## src/rtl/core/bss_pkg.sv

```systemverilog
// Shared types and constants for the branch unit station select block.
// Used by every module under rtl/core; depends on nothing else.
`default_nettype none

package bss_pkg;

    // Fixed widths of the item fields.
    localparam int REQ_W     = 2;
    localparam int STATION_W = 2;
    localparam int FLAGS_W   = 5;
    localparam int VALUE_W   = 32;
    localparam int TAG_W     = 4;

    // Bit positions within the flags field of a write item.
    localparam int FLAG_BUSY     = 0;
    localparam int FLAG_SRC1_RDY = 1;
    localparam int FLAG_SRC2_RDY = 2;
    localparam int FLAG_FRESH    = 3;
    localparam int FLAG_ISSUED   = 4;

    // Step to the next instruction when the branch falls through.
    localparam int NOT_TAKEN_STEP = 4;

    // Request codes carried by an item.
    typedef enum logic [REQ_W-1:0] {
        REQ_WRITE = 2'd0,
        REQ_TICK  = 2'd1,
        REQ_FLUSH = 2'd2
    } t_req;

    // Commands from the top level to the station table.
    typedef struct packed {
        logic write;
        logic tick;
    } t_slot_cmd;

endpackage

`default_nettype wire

```

## src/rtl/core/branch_unit_station_select_unit.sv

```systemverilog
// Top level of the branch unit station select block: input register, result stage.
// Depends on bss_pkg, bss_stations and bss_resolve.
//
//  Channel  | Direction | Handshake          | Payload
//  ---------+-----------+--------------------+-------------------------------------------
//  request  | in        | i_valid / o_stall  | i_req_type .. i_stall_hold
//  result   | out       | o_valid / i_stall  | o_result_valid .. o_picked_station
//
// One item is accepted per cycle while o_stall is low; its result passes through the input
// register, then the result stage written from the station scan and adder.
// Every item gives exactly one result, showing the result stage after the item.
// Reset is synchronous: all stations are empty, the stage is clear and the scan
// starts at station zero.
// While a result is stalled the input register holds its item and raises o_stall.
`default_nettype none

module branch_unit_station_select_unit import bss_pkg::*; #(
    parameter int STATIONS   = 4,
    parameter int ROB_DEPTH  = 16,
    parameter int DATA_WIDTH = 32,
    localparam int ST_W = (STATIONS > 1) ? $clog2(STATIONS) : 1
) (
    input  wire                      i_clk,
    input  wire                      i_rst_n,
    input  wire                      i_valid,
    output logic                     o_stall,
    input  wire        [REQ_W-1:0]   i_req_type,
    input  wire        [STATION_W-1:0] i_station,
    input  wire        [FLAGS_W-1:0] i_flags,
    input  wire        [VALUE_W-1:0] i_src1_value,
    input  wire        [VALUE_W-1:0] i_src2_value,
    input  wire        [VALUE_W-1:0] i_base_addr,
    input  wire signed [VALUE_W-1:0] i_branch_offset,
    input  wire        [TAG_W-1:0]   i_dest_tag,
    input  wire                      i_stall_hold,
    output logic                     o_valid,
    input  wire                      i_stall,
    output logic                     o_result_valid,
    output logic                     o_branch_taken,
    output logic       [VALUE_W-1:0] o_target_addr,
    output logic       [TAG_W-1:0]   o_result_tag,
    output logic       [STATION_W-1:0] o_picked_station
);

    // Input register.
    logic                      r_in_valid;
    logic        [REQ_W-1:0]   r_in_req;
    logic        [STATION_W-1:0] r_in_station;
    logic        [FLAGS_W-1:0] r_in_flags;
    logic        [VALUE_W-1:0] r_in_src1;
    logic        [VALUE_W-1:0] r_in_src2;
    logic        [VALUE_W-1:0] r_in_base;
    logic signed [VALUE_W-1:0] r_in_offset;
    logic        [TAG_W-1:0]   r_in_tag;
    logic                      r_in_hold;

    // Result stage.
    logic                 r_out_valid;
    logic                 r_stage_valid;
    logic                 r_stage_taken;
    logic [VALUE_W-1:0]   r_stage_target;
    logic [TAG_W-1:0]     r_stage_tag;
    logic [STATION_W-1:0] r_stage_station;

    logic                 n_stage_valid;
    logic                 n_stage_taken;
    logic [VALUE_W-1:0]   n_stage_target;
    logic [TAG_W-1:0]     n_stage_tag;
    logic [STATION_W-1:0] n_stage_station;

    logic                  advance;
    logic                  is_tick;
    t_slot_cmd             cmd;
    logic                  pick_valid;
    logic [ST_W-1:0]       pick_idx;
    logic [DATA_WIDTH-1:0] pick_src1;
    logic [DATA_WIDTH-1:0] pick_src2;
    logic [DATA_WIDTH-1:0] pick_base;
    logic [DATA_WIDTH-1:0] pick_offset;
    logic [TAG_W-1:0]      pick_tag;
    logic                  res_taken;
    logic [VALUE_W-1:0]    res_target;

    // The held item moves on whenever the result stage is free or being taken.
    assign advance = r_in_valid && (!r_out_valid || !i_stall);
    assign o_stall = r_in_valid && !advance;

    assign is_tick   = (r_in_req == REQ_TICK) && !r_in_hold;
    assign cmd.write = advance && (r_in_req == REQ_WRITE);
    assign cmd.tick  = advance && is_tick;

    bss_stations #(
        .STATIONS   (STATIONS),
        .ROB_DEPTH  (ROB_DEPTH),
        .DATA_WIDTH (DATA_WIDTH)
    ) u_stations (
        .i_clk         (i_clk),
        .i_rst_n       (i_rst_n),
        .i_cmd         (cmd),
        .i_station     (r_in_station),
        .i_flags       (r_in_flags),
        .i_src1        (r_in_src1),
        .i_src2        (r_in_src2),
        .i_base        (r_in_base),
        .i_offset      (r_in_offset),
        .i_tag         (r_in_tag),
        .o_pick_valid  (pick_valid),
        .o_pick_idx    (pick_idx),
        .o_pick_src1   (pick_src1),
        .o_pick_src2   (pick_src2),
        .o_pick_base   (pick_base),
        .o_pick_offset (pick_offset),
        .o_pick_tag    (pick_tag)
    );

    bss_resolve #(
        .DATA_WIDTH (DATA_WIDTH)
    ) u_resolve (
        .i_src1   (pick_src1),
        .i_src2   (pick_src2),
        .i_base   (pick_base),
        .i_offset (pick_offset),
        .o_taken  (res_taken),
        .o_target (res_target)
    );

    // Next stage contents for the item in the input register.
    always_comb begin
        n_stage_valid   = r_stage_valid;
        n_stage_taken   = r_stage_taken;
        n_stage_target  = r_stage_target;
        n_stage_tag     = r_stage_tag;
        n_stage_station = r_stage_station;
        case (r_in_req)
            REQ_TICK: begin
                if (!r_in_hold) begin
                    n_stage_valid   = pick_valid;
                    n_stage_taken   = pick_valid && res_taken;
                    n_stage_target  = pick_valid ? res_target : '0;
                    n_stage_tag     = pick_valid ? pick_tag : '0;
                    n_stage_station = pick_valid ? STATION_W'(pick_idx) : '0;
                end
            end
            REQ_FLUSH: begin
                n_stage_valid   = 1'b0;
                n_stage_taken   = 1'b0;
                n_stage_target  = '0;
                n_stage_tag     = '0;
                n_stage_station = '0;
            end
            default: begin
                // Writes and unknown requests leave the stage as it is.
            end
        endcase
    end

    // Input register: takes an item whenever it is not stalling.
    always_ff @(posedge i_clk) begin
        if (!i_rst_n) begin
            r_in_valid <= 1'b0;
        end else if (!o_stall) begin
            r_in_valid <= i_valid;
        end
    end

    always_ff @(posedge i_clk) begin
        if (i_valid && !o_stall) begin
            r_in_req     <= i_req_type;
            r_in_station <= i_station;
            r_in_flags   <= i_flags;
            r_in_src1    <= i_src1_value;
            r_in_src2    <= i_src2_value;
            r_in_base    <= i_base_addr;
            r_in_offset  <= i_branch_offset;
            r_in_tag     <= i_dest_tag;
            r_in_hold    <= i_stall_hold;
        end
    end

    // Result stage and its output valid.
    always_ff @(posedge i_clk) begin
        if (!i_rst_n) begin
            r_out_valid     <= 1'b0;
            r_stage_valid   <= 1'b0;
            r_stage_taken   <= 1'b0;
            r_stage_target  <= '0;
            r_stage_tag     <= '0;
            r_stage_station <= '0;
        end else if (advance) begin
            r_out_valid     <= 1'b1;
            r_stage_valid   <= n_stage_valid;
            r_stage_taken   <= n_stage_taken;
            r_stage_target  <= n_stage_target;
            r_stage_tag     <= n_stage_tag;
            r_stage_station <= n_stage_station;
        end else if (!i_stall) begin
            r_out_valid <= 1'b0;
        end
    end

    assign o_valid          = r_out_valid;
    assign o_result_valid   = r_stage_valid;
    assign o_branch_taken   = r_stage_taken;
    assign o_target_addr    = r_stage_target;
    assign o_result_tag     = r_stage_tag;
    assign o_picked_station = r_stage_station;

endmodule

`default_nettype wire

```

## src/rtl/core/bss_stations.sv

```systemverilog
// Reservation station table with round-robin selection of the next branch.
// Depends on bss_pkg for field widths, flag positions and the command struct.
`default_nettype none

module bss_stations import bss_pkg::*; #(
    parameter int STATIONS   = 4,
    parameter int ROB_DEPTH  = 16,
    parameter int DATA_WIDTH = 32,
    localparam int ST_W = (STATIONS > 1) ? $clog2(STATIONS) : 1
) (
    input  wire                          i_clk,
    input  wire                          i_rst_n,
    input  t_slot_cmd                    i_cmd,
    input  wire        [STATION_W-1:0]   i_station,
    input  wire        [FLAGS_W-1:0]     i_flags,
    input  wire        [VALUE_W-1:0]     i_src1,
    input  wire        [VALUE_W-1:0]     i_src2,
    input  wire        [VALUE_W-1:0]     i_base,
    input  wire signed [VALUE_W-1:0]     i_offset,
    input  wire        [TAG_W-1:0]       i_tag,
    output logic                         o_pick_valid,
    output logic       [ST_W-1:0]        o_pick_idx,
    output logic       [DATA_WIDTH-1:0]  o_pick_src1,
    output logic       [DATA_WIDTH-1:0]  o_pick_src2,
    output logic       [DATA_WIDTH-1:0]  o_pick_base,
    output logic       [DATA_WIDTH-1:0]  o_pick_offset,
    output logic       [TAG_W-1:0]       o_pick_tag
);

    // Reduce a tag into the reorder buffer range by repeated subtraction.
    function automatic logic [TAG_W-1:0] wrap_tag(input logic [TAG_W-1:0] tag);
        logic [TAG_W-1:0] v;
        v = tag;
        for (int k = 0; k < 8; k++) begin
            if (32'(v) >= ROB_DEPTH) begin
                v = v - TAG_W'(ROB_DEPTH);
            end
        end
        return v;
    endfunction

    logic [STATIONS-1:0]   r_busy;
    logic [STATIONS-1:0]   r_rdy1;
    logic [STATIONS-1:0]   r_rdy2;
    logic [STATIONS-1:0]   r_fresh;
    logic [STATIONS-1:0]   r_issued;
    logic [DATA_WIDTH-1:0] r_src1   [STATIONS];
    logic [DATA_WIDTH-1:0] r_src2   [STATIONS];
    logic [DATA_WIDTH-1:0] r_base   [STATIONS];
    logic [DATA_WIDTH-1:0] r_offset [STATIONS];
    logic [TAG_W-1:0]      r_tag    [STATIONS];
    logic [ST_W-1:0]       r_last;

    logic [ST_W-1:0]     start;
    logic [STATIONS-1:0] eligible;
    logic [STATIONS-1:0] ge_start;
    logic [STATIONS-1:0] hi_req;
    logic [STATIONS-1:0] hi_grant;
    logic [STATIONS-1:0] lo_grant;
    logic [STATIONS-1:0] grant;
    logic [STATIONS-1:0] passed;
    logic [STATIONS-1:0] fresh_clr;
    logic                use_hi;
    logic                wr_en;
    logic [ST_W-1:0]     wr_idx;

    // The scan starts at the station after the last pick.
    assign start = (r_last == ST_W'(STATIONS - 1)) ? '0 : r_last + ST_W'(1);

    // A station can be picked when busy, not freshly woken, ready and issued.
    assign eligible = r_busy & ~r_fresh & r_rdy1 & r_rdy2 & r_issued;

    // Round-robin arbiter: lowest eligible at or above start, else lowest overall.
    assign ge_start = {STATIONS{1'b1}} << start;
    assign hi_req   = eligible & ge_start;
    assign use_hi   = |hi_req;
    assign hi_grant = hi_req & (~hi_req + STATIONS'(1));
    assign lo_grant = eligible & (~eligible + STATIONS'(1));
    assign grant    = use_hi ? hi_grant : lo_grant;

    // Stations the scan passes before reaching the pick (all of them when none
    // is picked, since grant minus one is then all ones).
    assign passed = use_hi ? (ge_start & (grant - STATIONS'(1)))
                           : (ge_start | (grant - STATIONS'(1)));
    assign fresh_clr = passed & r_busy & r_fresh;

    // Encode the one-hot grant.
    always_comb begin
        o_pick_idx = '0;
        for (int j = 0; j < STATIONS; j++) begin
            if (grant[j]) begin
                o_pick_idx = o_pick_idx | ST_W'(j);
            end
        end
    end

    assign o_pick_valid  = |eligible;
    assign o_pick_src1   = r_src1[o_pick_idx];
    assign o_pick_src2   = r_src2[o_pick_idx];
    assign o_pick_base   = r_base[o_pick_idx];
    assign o_pick_offset = r_offset[o_pick_idx];
    assign o_pick_tag    = r_tag[o_pick_idx];

    // Writes beyond the last station are dropped.
    assign wr_en  = i_cmd.write && (32'(i_station) < STATIONS);
    assign wr_idx = ST_W'(i_station);

    // Status flags and the round-robin pointer.
    always_ff @(posedge i_clk) begin
        if (!i_rst_n) begin
            r_busy   <= '0;
            r_rdy1   <= '0;
            r_rdy2   <= '0;
            r_fresh  <= '0;
            r_issued <= '0;
            r_last   <= ST_W'(STATIONS - 1);
        end else begin
            if (wr_en) begin
                r_busy[wr_idx]   <= i_flags[FLAG_BUSY];
                r_rdy1[wr_idx]   <= i_flags[FLAG_SRC1_RDY];
                r_rdy2[wr_idx]   <= i_flags[FLAG_SRC2_RDY];
                r_fresh[wr_idx]  <= i_flags[FLAG_FRESH];
                r_issued[wr_idx] <= i_flags[FLAG_ISSUED];
            end
            if (i_cmd.tick) begin
                r_fresh <= r_fresh & ~fresh_clr;
                if (o_pick_valid) begin
                    r_issued <= r_issued & ~grant;
                    r_last   <= o_pick_idx;
                end
            end
        end
    end

    // Operand and address storage; the offset is sign-extended to the data width.
    always_ff @(posedge i_clk) begin
        if (wr_en) begin
            r_src1[wr_idx]   <= DATA_WIDTH'(i_src1);
            r_src2[wr_idx]   <= DATA_WIDTH'(i_src2);
            r_base[wr_idx]   <= DATA_WIDTH'(i_base);
            r_offset[wr_idx] <= DATA_WIDTH'(i_offset);
            r_tag[wr_idx]    <= wrap_tag(i_tag);
        end
    end

endmodule

`default_nettype wire

```

## src/rtl/core/bss_resolve.sv

```systemverilog
// Branch resolution: compares the operands and forms the next address.
// Depends on bss_pkg for the output width and the fall-through step.
`default_nettype none

module bss_resolve import bss_pkg::*; #(
    parameter int DATA_WIDTH = 32
) (
    input  wire  [DATA_WIDTH-1:0] i_src1,
    input  wire  [DATA_WIDTH-1:0] i_src2,
    input  wire  [DATA_WIDTH-1:0] i_base,
    input  wire  [DATA_WIDTH-1:0] i_offset,
    output logic                  o_taken,
    output logic [VALUE_W-1:0]    o_target
);

    logic [DATA_WIDTH-1:0] addend;
    logic [DATA_WIDTH-1:0] sum;

    // The branch is taken when the operands differ.
    assign o_taken = (i_src1 != i_src2);

    // One adder, wrapping at the data width.
    assign addend   = o_taken ? i_offset : DATA_WIDTH'(NOT_TAKEN_STEP);
    assign sum      = i_base + addend;
    assign o_target = VALUE_W'(sum);

endmodule

`default_nettype wire

```

## config.mk

```make
export PLATFORM = sky130hd
export DESIGN_NAME = branch_unit_station_select_unit
export DESIGN_NICKNAME = d
export VERILOG_FILES = /design/src/rtl/core/bss_pkg.sv /design/src/rtl/core/branch_unit_station_select_unit.sv /design/src/rtl/core/bss_stations.sv /design/src/rtl/core/bss_resolve.sv
export SDC_FILE = /design/constraint.sdc
export NUM_CORES = 1
export LEC_CHECK = 0
export BUFFER_PORTS_ARGS = -buffer_cell sky130_fd_sc_hd__buf_2
export CAP_MARGIN = 20
export CORE_MARGIN = 2
export CORE_UTILIZATION = 45
export DETAILED_ROUTE_END_ITERATION = 6
export GPL_TIMING_DRIVEN = 0
export PLACE_DENSITY = 0.7
export SLEW_MARGIN = 20
export SYNTH_ARGS = -nofsm -noshare
export SYNTH_HDL_FRONTEND = slang
export SYNTH_SLANG_ARGS = --single-unit
```

## constraint.sdc

```tcl
create_clock -name i_clk -period 15.2 [get_ports i_clk]
set_input_delay 1.52 -clock i_clk [delete_from_list [all_inputs] [get_ports i_clk]]
set_output_delay 1.52 -clock i_clk [all_outputs]
set_load 0.01 [all_outputs]
```

# Yosys cells after proc, flatten, opt, wreduce, memory -nomap -nowiden
# Memory sizes are Yosys's and may differ from the RTL's.
# Index checks and enable logic that the tools add are counted.
classes:
  n_bitwise: 18
  n_reduce_logical: 21
  n_eq_ne: 6
  order_cmp: 2
  mux: 36
  shift: 1
  add_sub_neg: 5
op_table:
  columns: ["op", "n"]
  rows:
  - ["two-way mux 32 bit", 3]
  - ["case mux 32 bit (2 select lines)", 1]
  - ["AND 4 bit", 12]
  - ["two-way mux 4 bit", 9]
  - ["adder 32 bit", 1]
  - ["inequality test 32 bit", 1]
  - ["bitwise mux 4 bit", 5]
  - ["NOT 4 bit", 5]
  - ["two-way mux 2 bit", 5]
  - ["adder 4 x 1 -> 4 bit (second input constant)", 2]
  - ["logical AND 1 bit", 8]
  - ["two-way mux 1 bit", 8]
  - ["case mux 4 bit (2 select lines)", 1]
  - ["OR reduction 4 bit", 2]
  - ["logical NOT 1 bit", 5]
  - ["== test 2 bit (second input constant)", 2]
  - ["bitwise OR 4 bit", 1]
  - ["case mux 1 bit (2 select lines)", 2]
  - ["case mux 2 bit (2 select lines)", 1]
  - ["nonzero test 2 bit", 2]
  - ["<< shifter 4 x 2 -> 4 bit (first input constant)", 1]
  - ["subtractor 4 x 1 -> 4 bit (second input constant)", 1]
  - ["less-than comparator 2 x 3 -> 1 bit (second input constant)", 1]
  - ["AND reduction 3 bit", 1]
  - ["other kinds (9)", 9]
word_totals:
  ram_bits: 528
  inputBits: 146
  output_inout_bits: 42
  memories: 5
  word_cells: 116
  register_bits: 206
mem_list:
  columns: ["name", "depth", "word_bits", "read_ports", "rd_clocked_by_memory_dff", "write_ports", "line", "source"]
  rows:
  - ["u_stations.r_base", 4, 32, 1, 0, 1, "bss_stations.sv:49", "logic [DATA_WIDTH-1:0] r_base [STATIONS];"]
  - ["u_stations.r_offset", 4, 32, 1, 0, 1, "bss_stations.sv:50", "logic [DATA_WIDTH-1:0] r_offset [STATIONS];"]
  - ["u_stations.r_src1", 4, 32, 1, 0, 1, "bss_stations.sv:47", "logic [DATA_WIDTH-1:0] r_src1 [STATIONS];"]
  - ["u_stations.r_src2", 4, 32, 1, 0, 1, "bss_stations.sv:48", "logic [DATA_WIDTH-1:0] r_src2 [STATIONS];"]
  - ["u_stations.r_tag", 4, 4, 1, 0, 1, "bss_stations.sv:51", "logic [TAG_W-1:0] r_tag [STATIONS];"]

# Logic depth before layout (Yosys ltp)
# An unclocked memory read counts as a cell.
logic_depth:
  depth_word: 20
  depth_mapped: 33
  depth_no_buf: 29

# Modules after synthesis
# From an unflattened synthesis, not the netlist that was laid out.
unflattened:
  hier_cells: 2444
  area_unflattened_um2: 33138.0
modules_own_cells:
  columns: ["mod", "seq_area_each_um2", "cells_each", "instances", "area_per_inst_um2"]
  rows:
  - ["bss_stations", 16295.6, 1880, 1, 25199.2]
  - ["branch_unit_station_select_unit", 5104.9, 253, 1, 5686.7]
  - ["bss_resolve", 0.0, 311, 1, 2252.2]

# Worst setup path before layout
# No wires, ideal clock.
synth_timing:
  path_type: "input to register"
  start: "input port i_stall"
  end: "register u_stations.r_fresh[2]"
  n_path_buf: 0
  path_slack_ns: 6.505
  arrival_ns: 8.574
  required_ns: 15.079
  cell_stages: 7
  setup_time_ns: 0.121
  path_cell_list: "nand2_1 -> nand3b_1 -> nor2_1 -> nand2_1 -> nor2_1 -> o21ai_0 -> and2_1"
synth_via:
  elab_chain_cells: 5
  word_cells_on_any_way: 7
  cone_classes: "mux: 1; reduce/logical: 6"
synth_lines:
  columns: ["item", "line", "source"]
  rows:
  - ["start, declared", "branch_unit_station_select_unit.sv:37", "input wire i_stall,"]
  - ["logical NOT 1 bit (*)", null, null]
  - ["logical OR 1 bit (*)", "branch_unit_station_select_unit.sv:85", "assign advance = r_in_valid && (!r_out_valid || !i_stall);"]
  - ["logical AND 1 bit (*)", "branch_unit_station_select_unit.sv:85", null]
  - ["logical AND 1 bit (on tied branches)", "branch_unit_station_select_unit.sv:90, branch_unit_station_select_unit.sv:89", null]
  - ["two-way mux 4 bit / nonzero test 2 bit (equally long branches)", null, null]
  - ["end signal, assigned by index", "bss_stations.sv:122", "r_fresh[wr_idx] <= i_flags[FLAG_FRESH];"]
  - ["end signal, assigned", "bss_stations.sv:126", "r_fresh <= r_fresh & ~fresh_clr;"]
  - ["end, declared", "bss_stations.sv:45", "logic [STATIONS-1:0] r_fresh;"]
# Every way passes the cells marked *; elsewhere a longest branch is shown, timed or not.
# A chain may end at the register's enable or synchronous reset.

# Worst setup path in the final report
layout_timing:
  start: "register u_stations.r_last[0]"
  end: "register r_stage_target[31] (netlist: o_target_addr[31])"
layout_via:
  elab_chain_cells: 18
  word_cells_on_any_way: 23
  cone_classes: "add/sub: 3; eq/ne: 2; shift: 1; mux: 9; bitwise: 3; reduce/logical: 1; memory: 4"
layout_lines:
  columns: ["item", "line", "source"]
  rows:
  - ["start, declared", "bss_stations.sv:52", "logic [ST_W-1:0] r_last;"]
  - ["start signal, assigned", "bss_stations.sv:116", "r_last <= ST_W'(STATIONS - 1);"]
  - ["start signal, assigned", "bss_stations.sv:129", "r_last <= o_pick_idx;"]
  - ["adder 2 x 1 -> 2 bit / == test 2 bit (equally long branches)", "bss_stations.sv:68", "assign start = (r_last == ST_W'(STATIONS - 1)) ? '0 : r_last + ST_W'(1);"]
  - ["two-way mux 2 bit (*)", "bss_stations.sv:68", null]
  - ["<< shifter 4 x 2 -> 4 bit (*)", "bss_stations.sv:74", "assign ge_start = {STATIONS{1'b1}} << start;"]
  - ["AND 4 bit (*)", "bss_stations.sv:75", "assign hi_req = eligible & ge_start;"]
  - ["NOT 4 bit", "bss_stations.sv:77", "assign hi_grant = hi_req & (~hi_req + STATIONS'(1));"]
  - ["adder 4 x 1 -> 4 bit", "bss_stations.sv:77", null]
  - ["AND 4 bit", "bss_stations.sv:77", null]
  - ["two-way mux 4 bit (*)", "bss_stations.sv:79", "assign grant = use_hi ? hi_grant : lo_grant;"]
  - ["(+2 left out)", null, null]
  - ["two-way mux 2 bit (*)", "bss_stations.sv:91", "if (grant[j]) begin"]
  - ["memory (4 x 32 bit) (on tied branches)", null, null]
  - ["inequality test 32 bit", "bss_resolve.sv:20", "assign o_taken = (i_src1 != i_src2);"]
  - ["two-way mux 32 bit", "bss_resolve.sv:23", "assign addend = o_taken ? i_offset : DATA_WIDTH'(NOT_TAKEN_STEP);"]
  - ["adder 32 bit (*)", "bss_resolve.sv:24", "assign sum = i_base + addend;"]
  - ["two-way mux 32 bit (*)", "branch_unit_station_select_unit.sv:139", "n_stage_target = pick_valid ? res_target : '0;"]
  - ["two-way mux 32 bit (*)", "branch_unit_station_select_unit.sv:136", "if (!r_in_hold) begin"]
  - ["case mux 32 bit (2 select lines) (*)", "branch_unit_station_select_unit.sv:134", "case (r_in_req)"]
  - ["end signal, assigned", "branch_unit_station_select_unit.sv:193", "r_stage_target <= n_stage_target;"]
  - ["end, declared", "branch_unit_station_select_unit.sv:61", "logic [VALUE_W-1:0] r_stage_target;"]
# Every way passes the cells marked *; elsewhere a longest branch is shown, timed or not. The select of a mux whose other input is x is not followed.

==> Implementation_results.wiki <==
{| class="wikitable"
! Metric !! Value
|-
| IR drop worst, VDD || 0.0703 mV
|-
| Post-synth ARST share || 0%
|-
| Core area || 61700 um^2
|-
| Critical Setup Path Class || reg -> reg
|-
| Final period demand of the worst path || 8090 ps
|-
| Worst setup SP type || register
|-
| Die span in y || 254 um
|-
| Internal power || 0.00343 W
|-
| Cell area after layout || 33100 um^2
|-
| Most Frequent Cell on Critical Path || buf_6
|-
| CTS buffer count || 76
|-
| Top flip-flop cell by instance count after synthesis || edfxtp_1
|-
| Number of buffers inserted for hold repair after clock tree synthesis || 0
|-
| Worst-path clk slew || 60 ps
|-
| CTS tree || yes
|-
| Endpoint of the worst hold-timing path || o_target_addr[29]
|-
| Final WL || 65.5 mm
|-
| Part of the cycle the worst path needs || 53.2%
|-
| Reg-to-Reg End || o_target_addr[31]
|-
| Clock latency on the worst-skew pair || 620 ps
|-
| Comb pwr share || 1.6%
|-
| Area overhead of the layout relative to synthesis || 17.9%
|-
| Detailed Routing Iterations Pass 1 || 5
|-
| Pleak || 11.5 nW
|-
| Slowest Stage Delay on Critical Path || 630 ps
|-
| Final setup skew || 23.5 ps
|-
| Number of maximum-capacitance violations || 0
|-
| Number of vias per cell after detailed routing || 5.51
|-
| Final total negative setup slack || 0 ps
|-
| Startpoint of the most critical hold path || o_target_addr[29]
|-
| Post-CTS sizing || 0
|-
| Hold Crit Depth || 2
|-
| Unique masters post-synth || 79
|-
| Input/output buffers || 187
|-
| Ratio of cells with drive above 1 in the final layout || 17.7%
|-
| Synthesized area divided by synthesized cell count || 15.8 um^2
|-
| Global Route Usage Sum || 20.2%
|-
| Die outline area || 64500 um^2
|-
| Clock power share || 45.0%
|-
| Unrepaired setup endpoints after global routing || no
|-
| Slew at the pin closest to its max-slew limit || 1030 ps
|-
| Total number of placement rows || 91
|-
| Timing-limited maximum frequency || 124 MHz
|-
| Worst setup EP type || register
|-
| Total global routing overflow || 0
|-
| Total number of yosys warnings || 0
|-
| Crit-path max FO || 10
|-
| Count of final max-slew check failures || 0
|-
| Post-synth top area share || 71.5%
|-
| Top cells by area in the synthesized netlist || edfxtp_1, dfxtp_1, nand2_1
|-
| Effective utilization at floorplan || 45.6%
|-
| Setup slack of the most critical reg-to-reg path || 7110 ps
|-
| Launching element of the worst setup path || u_stations.r_last[0]
|-
| Power density cells || 128 nW/um^2
|-
| Kind of path behind the tightest hold check || reg -> reg
|-
| Horizontal die dimension || 254 um
|-
| Pin count of the biggest net entering global routing || 84
|-
| Number of global-route vias before repair || 16704
|-
| Gp weighted congestion || 0.844
|-
| Cell with the largest stage delay on the worst path || clkbuf_1
|-
| Clk sink count || 734
|-
| Area of the mapped netlist || 28100 um^2
|-
| Final HPWL from detailed placement || 42.8 mm
|-
| Cell type with the largest total area after synthesis || edfxtp_1
|-
| Final Hold Violating Endpoints || 0
|-
| Fill cell count || 5006
|-
| Required time at the worst-slack endpoint || 15690 ps
|-
| Number of cells traversed by the worst register-to-register path || 29
|-
| Post-CTS repair timing setup buffer count || 0
|-
| Number of standard cells after synthesis || 1785
|-
| N_diodes || 0
|-
| Proportion of total power due to net switching || 19.1%
|-
| Fraction of the yosys area taken by sequential cells || 76.1%
|-
| Vias post-DR || 16322
|-
| Violation count after the first detailed-route iteration || 1492
|-
| Cell with the most instances after synthesis || edfxtp_1
|-
| Number of enable flip-flop cells after synthesis || 670
|-
| Portion of total power attributed to sequential cells || 53.5%
|-
| Most common library cells after synthesis || edfxtp_1, nand2_1, a21oi_1, dfxtp_1, o22ai_1
|-
| Number of antenna violations at the first check in global routing || 0
|-
| First-pass GRT wire length || 97.1 mm
|-
| Final-report setup violation count || 0
|-
| Overall Power || 0.00424 W
|-
| Placed cell area || 30600 um^2
|-
| Worst R2R Start || u_stations.r_last[0]
|-
| Critical Path AT || 8580 ps
|-
| Synth Net Count || 1966
|-
| Nets@finish || 2248
|-
| Worst-case headroom to the max-slew limit || 31.6%
|-
| Remaining design rule violation count || 0
|-
| H-tree levels || 3
|-
| Boundary pin count || 188
|-
| #FFs+latches synth || 734
|-
| Antenna viol nets, final || 0
|-
| Net switching power || 0.000812 W
|-
| Per-cell routed wire length || 22.1 um
|-
| Outcome || complete, no violations
|-
| Cell at the root of the clock tree || clkbuf_16
|-
| CTS Buffer Depth || 3
|}
## critical path: cells and delay by family, from the launching register on
family / cells / cell delay, ps
AND/OR/NAND/NOR: 3 / 820
AO/OA/AOI/OAI: 14 / 3720
adder cells (fa/ha/maj): 2 / 550
XOR/XNOR: 1 / 460
buffers and inverters: 9 / 2070
flip-flops: 1 / 340
## sequential cells by signal, indices dropped and copies added (netlist names), 5 cells and up
register	cells
u_stations.r_base	128
u_stations.r_offset	128
u_stations.r_src1	128
u_stations.r_src2	128
o_target_addr	32
r_in_base	32
r_in_offset	32
r_in_src1	32
r_in_src2	32
u_stations.r_tag	16
r_in_flags	5
## kinds of logic after synthesis
kind of cell,count (synthesis),synth area share (%)
simple gates,418,7.08
fa+ha+maj,36,1.62
buf+inv,98,1.61
mux,64,2.35
compound gates,357,8.78
flops,734,76.1
xor+xnor,78,2.48
## worst max-delay path by stage
stage                                        to  depth (start not counted)
final                         o_target_addr[31]                         29
after global placement    u_stations.r_fresh[2]                          8
after CTS                     o_target_addr[31]                         29
after global routing          o_target_addr[31]                         29
after floorplan           u_stations.r_fresh[2]                          7
after detailed placement      o_target_addr[31]                         29
## layer usage
layer	vias up	share of wire (%)	GRT usage, %
met3	118	6.8	4.05
li1	7464	-	-
met4	0	3.2	8.47
met2	604	48	32.6
met5	-	0	0
met1	8136	42	26.8
## area by class of cell
class	count	area, um^2	area share [%]
multi-input combinational	953	6290	19.0
clock buffer	96	2090	6.31
sequential	734	21400	64.6
buffer	81	389	1.17
timing repair buffer	204	1360	4.10
inverter	17	86.3	0.260
clock inverter	39	484	1.46
tap	837	1050	3.16
## power by group through the flow
| stage | clock, W | sequential [W] | combinational (W) |
|---|---|---|---|
| final | 0.00191 | 0.00227 | 0.0000662 |
| after global routing | 0.00202 | 0.00227 | 0.0000721 |
| after CTS | 0.00194 | 0.00227 | 0.0000674 |
| after detailed placement | 0 | 0.00231 | 0.0000670 |
| after global placement | 0 | 0.00232 | 0.0000594 |
| after floorplan | 0 | 0.00230 | 0.0000257 |
## cell usage in the layout (no fill, tap or decap), types with 10 or more instances in the layout
master       n
a31oi_1     19
xor2_1      34
nor2b_1     36
mux2_2      16
inv_1       13
o21ai_0     26
nor3_1      30
mux2i_1     48
clkinv_1    10
ha_1        34
and3_1      34
xnor2_1     43
clkinv_2    10
buf_2      201
a221o_1     24
buf_1       14
a21oi_1     84
nand3_1     20
a21o_1      12
a211oi_1    35
clkbuf_16   81
nand2_1    202
nor2_1      40
a21boi_0    16
o22ai_1     61
a22oi_1     21
bufinv_16   11
or3_1       18
edfxtp_1   670
buf_16      11
nand2b_1    11
clkbuf_1    57
dfxtp_1     64
## stage by stage
stage                     cells  setup WS, ps  hold slack [ps]  util (%)
after global placement     2809          1080              436      48.8
after global routing       2961          6620              476      53.7
after detailed placement   2826          7120              440      49.5
after floorplan            1785          6510              439         -
final                      2961          7110              452      53.7
after CTS                  2961          7080              454      53.7
(Power assumes the default switching activity.)
